**src/sv/vma_pkg.sv**
```systemverilog
// ----------------------------------------------------------------------------
// vma_pkg
// shared widths, angle constants, the arctangent table and the pipeline types
// of the vector magnitude and angle unit
// ----------------------------------------------------------------------------
package vma_pkg;

	localparam int COORD_WIDTH_DEF   = 16;
	localparam int CORDIC_STAGES_DEF = 18;

	// square root: 42-bit radicand, one result bit per step
	localparam int SQRT_STEPS = 21;
	localparam int SQ_W       = 42;

	// rotation datapath and angle accumulator
	localparam int CW         = 64;
	localparam int CORDIC_TOP = 60;
	localparam int ZW         = 25;
	localparam int ANG_W      = 25;

	localparam int LEN_W       = 20;
	localparam int ANGLE_W     = 17;
	localparam int OUT_TDATA_W = 40;

	localparam logic [LEN_W-1:0]   LEN_MAX      = 20'hFFFFF;
	localparam logic [ANG_W-1:0]   DEG90_Q16    = 25'd5898240;
	localparam logic [ANG_W-1:0]   DEG180_Q16   = 25'd11796480;
	localparam logic [ANG_W-1:0]   DEG270_Q16   = 25'd17694720;
	localparam logic [ANG_W-1:0]   DEG360_Q16   = 25'd23592960;
	localparam logic [ANGLE_W-1:0] FULL_TURN_Q8 = 17'd92160;

	typedef struct packed {
		logic xneg;
		logic yneg;
		logic ax_zero;
		logic ay_zero;
		logic sat;
	} vma_flags_t;

	typedef struct packed {
		logic               zero_error;
		logic [ANGLE_W-1:0] angle_q8;
		logic [LEN_W-1:0]   length_q4;
	} vma_result_t;

	// atan(2^-i) in 1/65536 degree
	function automatic logic [21:0] atan_q16(input int unsigned idx);
		logic [21:0] val;
		case (idx)
			0:       val = 22'd2949120;
			1:       val = 22'd1740967;
			2:       val = 22'd919879;
			3:       val = 22'd466945;
			4:       val = 22'd234379;
			5:       val = 22'd117304;
			6:       val = 22'd58666;
			7:       val = 22'd29335;
			8:       val = 22'd14668;
			9:       val = 22'd7334;
			10:      val = 22'd3667;
			11:      val = 22'd1833;
			12:      val = 22'd917;
			13:      val = 22'd458;
			14:      val = 22'd229;
			15:      val = 22'd115;
			16:      val = 22'd57;
			17:      val = 22'd29;
			18:      val = 22'd14;
			19:      val = 22'd7;
			20:      val = 22'd4;
			21:      val = 22'd2;
			22:      val = 22'd1;
			default: val = 22'd0;
		endcase
		return val;
	endfunction

endpackage

```
**src/sv/vma_isqrt_stage.sv**
```systemverilog
// ----------------------------------------------------------------------------
// vma_isqrt_stage
// one registered step of the digit-by-digit integer square root
// ----------------------------------------------------------------------------
module vma_isqrt_stage #(
	parameter int STEP = 0
) (
	input  logic                   clk,
	input  logic                   en,
	input  logic [vma_pkg::SQ_W-1:0] rem_in,
	input  logic [vma_pkg::SQ_W-1:0] root_in,
	output logic [vma_pkg::SQ_W-1:0] rem_out,
	output logic [vma_pkg::SQ_W-1:0] root_out
);
	import vma_pkg::*;

	localparam logic [SQ_W-1:0] TRIAL_BIT = SQ_W'(1) << (SQ_W - 2 - 2 * STEP);

	logic [SQ_W:0]   trial;
	logic [SQ_W-1:0] rem_s1;
	logic [SQ_W-1:0] root_s1;

	assign trial = {1'b0, root_in} + {1'b0, TRIAL_BIT};

	always_ff @(posedge clk) begin
		if (en) begin
			if ({1'b0, rem_in} >= trial) begin
				rem_s1  <= rem_in - trial[SQ_W-1:0];
				root_s1 <= (root_in >> 1) + TRIAL_BIT;
			end else begin
				rem_s1  <= rem_in;
				root_s1 <= root_in >> 1;
			end
		end
	end

	assign rem_out  = rem_s1;
	assign root_out = root_s1;

endmodule

```
**config.mk**
```make
export PLATFORM = sky130hd
export DESIGN_NAME = vma_isqrt_stage
export DESIGN_NICKNAME = d
export VERILOG_FILES = /design/src/sv/vma_pkg.sv /design/src/sv/vma_isqrt_stage.sv
export SDC_FILE = /design/constraint.sdc
export NUM_CORES = 1
export LEC_CHECK = 0
export ABC_AREA = 1
export BUFFER_PORTS_ARGS = -buffer_cell sky130_fd_sc_hd__buf_4
export CORE_AREA = 2 2 168 170
export DETAILED_ROUTE_END_ITERATION = 10
export DIE_AREA = 0 0 170 172
export MAX_ROUTING_LAYER = met4
export SLEW_MARGIN = 10
export SYNTH_ARGS = -nofsm -noshare
export SYNTH_HDL_FRONTEND = slang
export SYNTH_SLANG_ARGS = --single-unit
```
**constraint.sdc**
```tcl
create_clock -name clk -period 3 [get_ports clk]
set_input_delay 0.6 -clock clk [delete_from_list [all_inputs] [get_ports clk]]
set_output_delay 0.6 -clock clk [all_outputs]
set_load 0.01 [all_outputs]
```
==> reports/qor.txt <==
count of unresolved DRC violations after routing: 0
total number of clock tree sinks: 84
DR iter-0 viols: 366
max-slew violation total from the final report: 0
wire length on met3: 1040 um
delay of the slowest cell on the worst path: 0.37 ns
leakage dissipation: 4.62 nW
GRT Total Usage: 15.6%
fraction of final layout cells sized beyond drive strength 1: 21.0%
worst-case clock buffer depth: 2
Final Cell Area: 8760 um^2
number of maximum-capacitance violations: 0
cell-by-cell listing of the critical path: buf_4 -> ha_1 -> buf_4 -> nand2_1 -> nand2_1 -> nand2_1 -> nand3_1 -> a21oi_1 -> nand3_1 -> nand2_1 -> nand3_1 -> nand3_1 -> nand2_1
DR top layer: met4
distinct cell type count after synthesis: 31
total of hold buffers inserted after clock tree synthesis: 0
average routed wire per standard cell: 14.7 um
number of CTS-inserted buffers: 9
Worst Tran Pin Value: 0.493 ns
Vias: 6335
routed wl met2: 9750 um
buffer cell driving the clock tree root: sky130_fd_sc_hd__clkbuf_16
# resized after CTS: 0
WP data arrival: 2.55 ns
Post-Route M1 WL: 10700 um
end of the worst hold path: root_out[4]$_DFFE_PP_
Crit path required time: 3.11 ns
highest achievable clock rate: 410 MHz
largest net degree at the start of global routing: 85
placed standard-cell area: 8500 um^2
antenna violations before repair: 0
initial cell density of the core: 24.5%
Area Overhead vs Synth: 30.2%
final antenna diode count: 0
total congestion overflow: 0
Syn Nets: 1086
number of synthesized flops with an enable pin: 84
proportion of synthesized chip area in sequential cells: 37.5%
overall die width: 170 um
Hold Startpoint: root_in[5]
cell type of the slowest stage on the worst timing path: sky130_fd_sc_hd__nand3_1
Critical Path Start: rem_in[19]
vertical die dimension: 172 um
power per cell area: 443 nW/um^2
top-level port count: 170
final period utilization: 81.4%
Post-Route Setup TNS: 0 ns
dominant cell type by count on the critical path: sky130_fd_sc_hd__nand2_1
Critical Path Start Type: input pin
final period demand of the worst path: 2.44 ns
via count of the first global-routing pass: 6233
prevailing post-synth register cell: sky130_fd_sc_hd__edfxtp_1
final-report setup violation count: 0
worst-path fanout max: 3
number of synthesized register bits: 84
number of port buffers: 169
vias per std cell: 4.25
number of fill cells: 3055
detailed-route wire length: 21900 um
category of cells accounting for the largest share of critical-path delay: simple AND/OR/NAND/NOR gates
wire length of the first global-routing pass: 33500 um
result of the run: completed
synthesized netlist cell count: 956
netlist area before placement: 6730 um^2
worst voltage drop across the vdd grid: 0.194 mV
placed wire-length estimate after detailed placement: 18400 um
number of levels the H-tree was split into: 3
fin nets: 1270
register clock-pin slew on the reported worst setup and hold paths: 0.07 ns
Total Die Area: 29200 um^2
antenna-violating nets left: 0
count of buffers added by post-CTS timing repair for setup: 0
Placer Congestion: 0.916
FP Rows: 61
unrepaired setup endpoints after global routing: no
Worst Hold Depth: 1
average size of a mapped cell: 7.04 um^2
Slew Limit Headroom: 66.8%
Core ar.: 27500 um^2
proportion of register bits with asynchronous set or reset after synthesis: 0%
detailed-router iteration count before antenna repair: 5
Hold Path Class: in2reg
class of the most critical setup path: in2reg
CP Capture Type: flop
CTS tree: done
final number of hold-violating endpoints: 0
Buf+Inv Stages, Crit Path: 2
YS warnings: 0
==> how the worst max path moves through the flow <==
| stage | cells past startpoint | endpoint |
|---|---|---|
| 6_report | 13 | rem_out[38]$_DFFE_PP_ |
| 4_1_cts | 13 | rem_out[38]$_DFFE_PP_ |
| 3_5_place_dp | 13 | rem_out[38]$_DFFE_PP_ |
| 2_1_floorplan | 15 | rem_out[26]$_DFFE_PP_ |
| 3_3_place_gp | 13 | rem_out[38]$_DFFE_PP_ |
| 5_1_grt | 14 | rem_out[34]$_DFFE_PP_ |
==> cell usage after synthesis, drive strengths merged, types with 6 or more instances <==
cell	instances	area (um^2)
nand2	400	1570
nor3	6	40.0
buf	8	82.6
nor2	74	330
a21oi	33	180
ha	43	538
edfxtp	84	2520
inv	189	714
nand3	59	300
o21ai	10	50.1
o21bai	8	60.1
xor2	22	193
==> cells in the final DEF (no fill, tap or decap), types with 5 or more instances in the layout <==
cell	n
sky130_fd_sc_hd__o21ai_0	10
sky130_fd_sc_hd__buf_12	5
sky130_fd_sc_hd__o21bai_1	8
sky130_fd_sc_hd__nand2_1	377
sky130_fd_sc_hd__inv_1	185
sky130_fd_sc_hd__nand2_2	22
sky130_fd_sc_hd__xor2_1	22
sky130_fd_sc_hd__buf_4	176
sky130_fd_sc_hd__edfxtp_1	84
sky130_fd_sc_hd__nor2_1	61
sky130_fd_sc_hd__a21oi_1	29
sky130_fd_sc_hd__nand3b_1	5
sky130_fd_sc_hd__clkbuf_16	9
sky130_fd_sc_hd__nand3_1	58
sky130_fd_sc_hd__ha_1	43
sky130_fd_sc_hd__nor2_2	9
==> cell type report <==
type / count / area, um^2 / share of cell area [%]
clock inverters: 6 / 31.3 / 0.357
repair buffers: 181 / 1420 / 16.2
multi-input cells: 675 / 3410 / 38.9
inverters: 189 / 714 / 8.15
well taps: 346 / 433 / 4.94
clock buffers: 10 / 229 / 2.61
flip-flops and latches: 84 / 2520 / 28.8
==> layer usage <==
| layer | track usage [%] | vias to the layer above |
|---|---|---|
| li1 | - | 3328 |
| met1 | 20.5 | 2825 |
| met2 | 24.6 | 155 |
| met3 | 2.79 | 27 |
| met4 | 4.91 | 0 |
| met5 | - | - |
==> power breakdown <==
part | leakage, nW | internal (W) | switching (W)
registers | 0.821 | 0.00146 | 0.0000378
clock network | 0.123 | 0.000552 | 0.000485
logic | 3.68 | 0.000547 | 0.000800
==> cell families after synthesis <==
| logic type | Yosys count | share of synthesized area (%) |
|---|---|---|
| and+or+nand+nor | 557 | 35.1 |
| buffers and inverters | 197 | 11.8 |
| DFF | 84 | 37.5 |
| AOI/OAI and AO/OA | 52 | 4.42 |
| adders and majority gates | 44 | 8.29 |
| xor gates and xnor gates | 22 | 2.86 |
==> sequential cells by signal, summed over array words and instances, names as in the netlist <==
register / cells
rem_out: 42
root_out: 42
==> through the flow <==
step | setup WS (ns) | power, W | util (%) | hold WS [ns] | cells
2_1_floorplan | 0.633 | 0.00229 | - | 0.699 | 956
3_3_place_gp | 0.128 | 0.00288 | 30.9 | 0.788 | 1475
3_5_place_dp | 0.175 | 0.00288 | 30.9 | 0.789 | 1475
4_1_cts | 0.541 | 0.00394 | 31.9 | 0.416 | 1491
5_1_grt | 0.357 | 0.00414 | 31.9 | 0.411 | 1491
6_report | 0.559 | 0.00388 | 31.9 | 0.429 | 1491
Note: power is estimated with default switching activity, not from simulation.
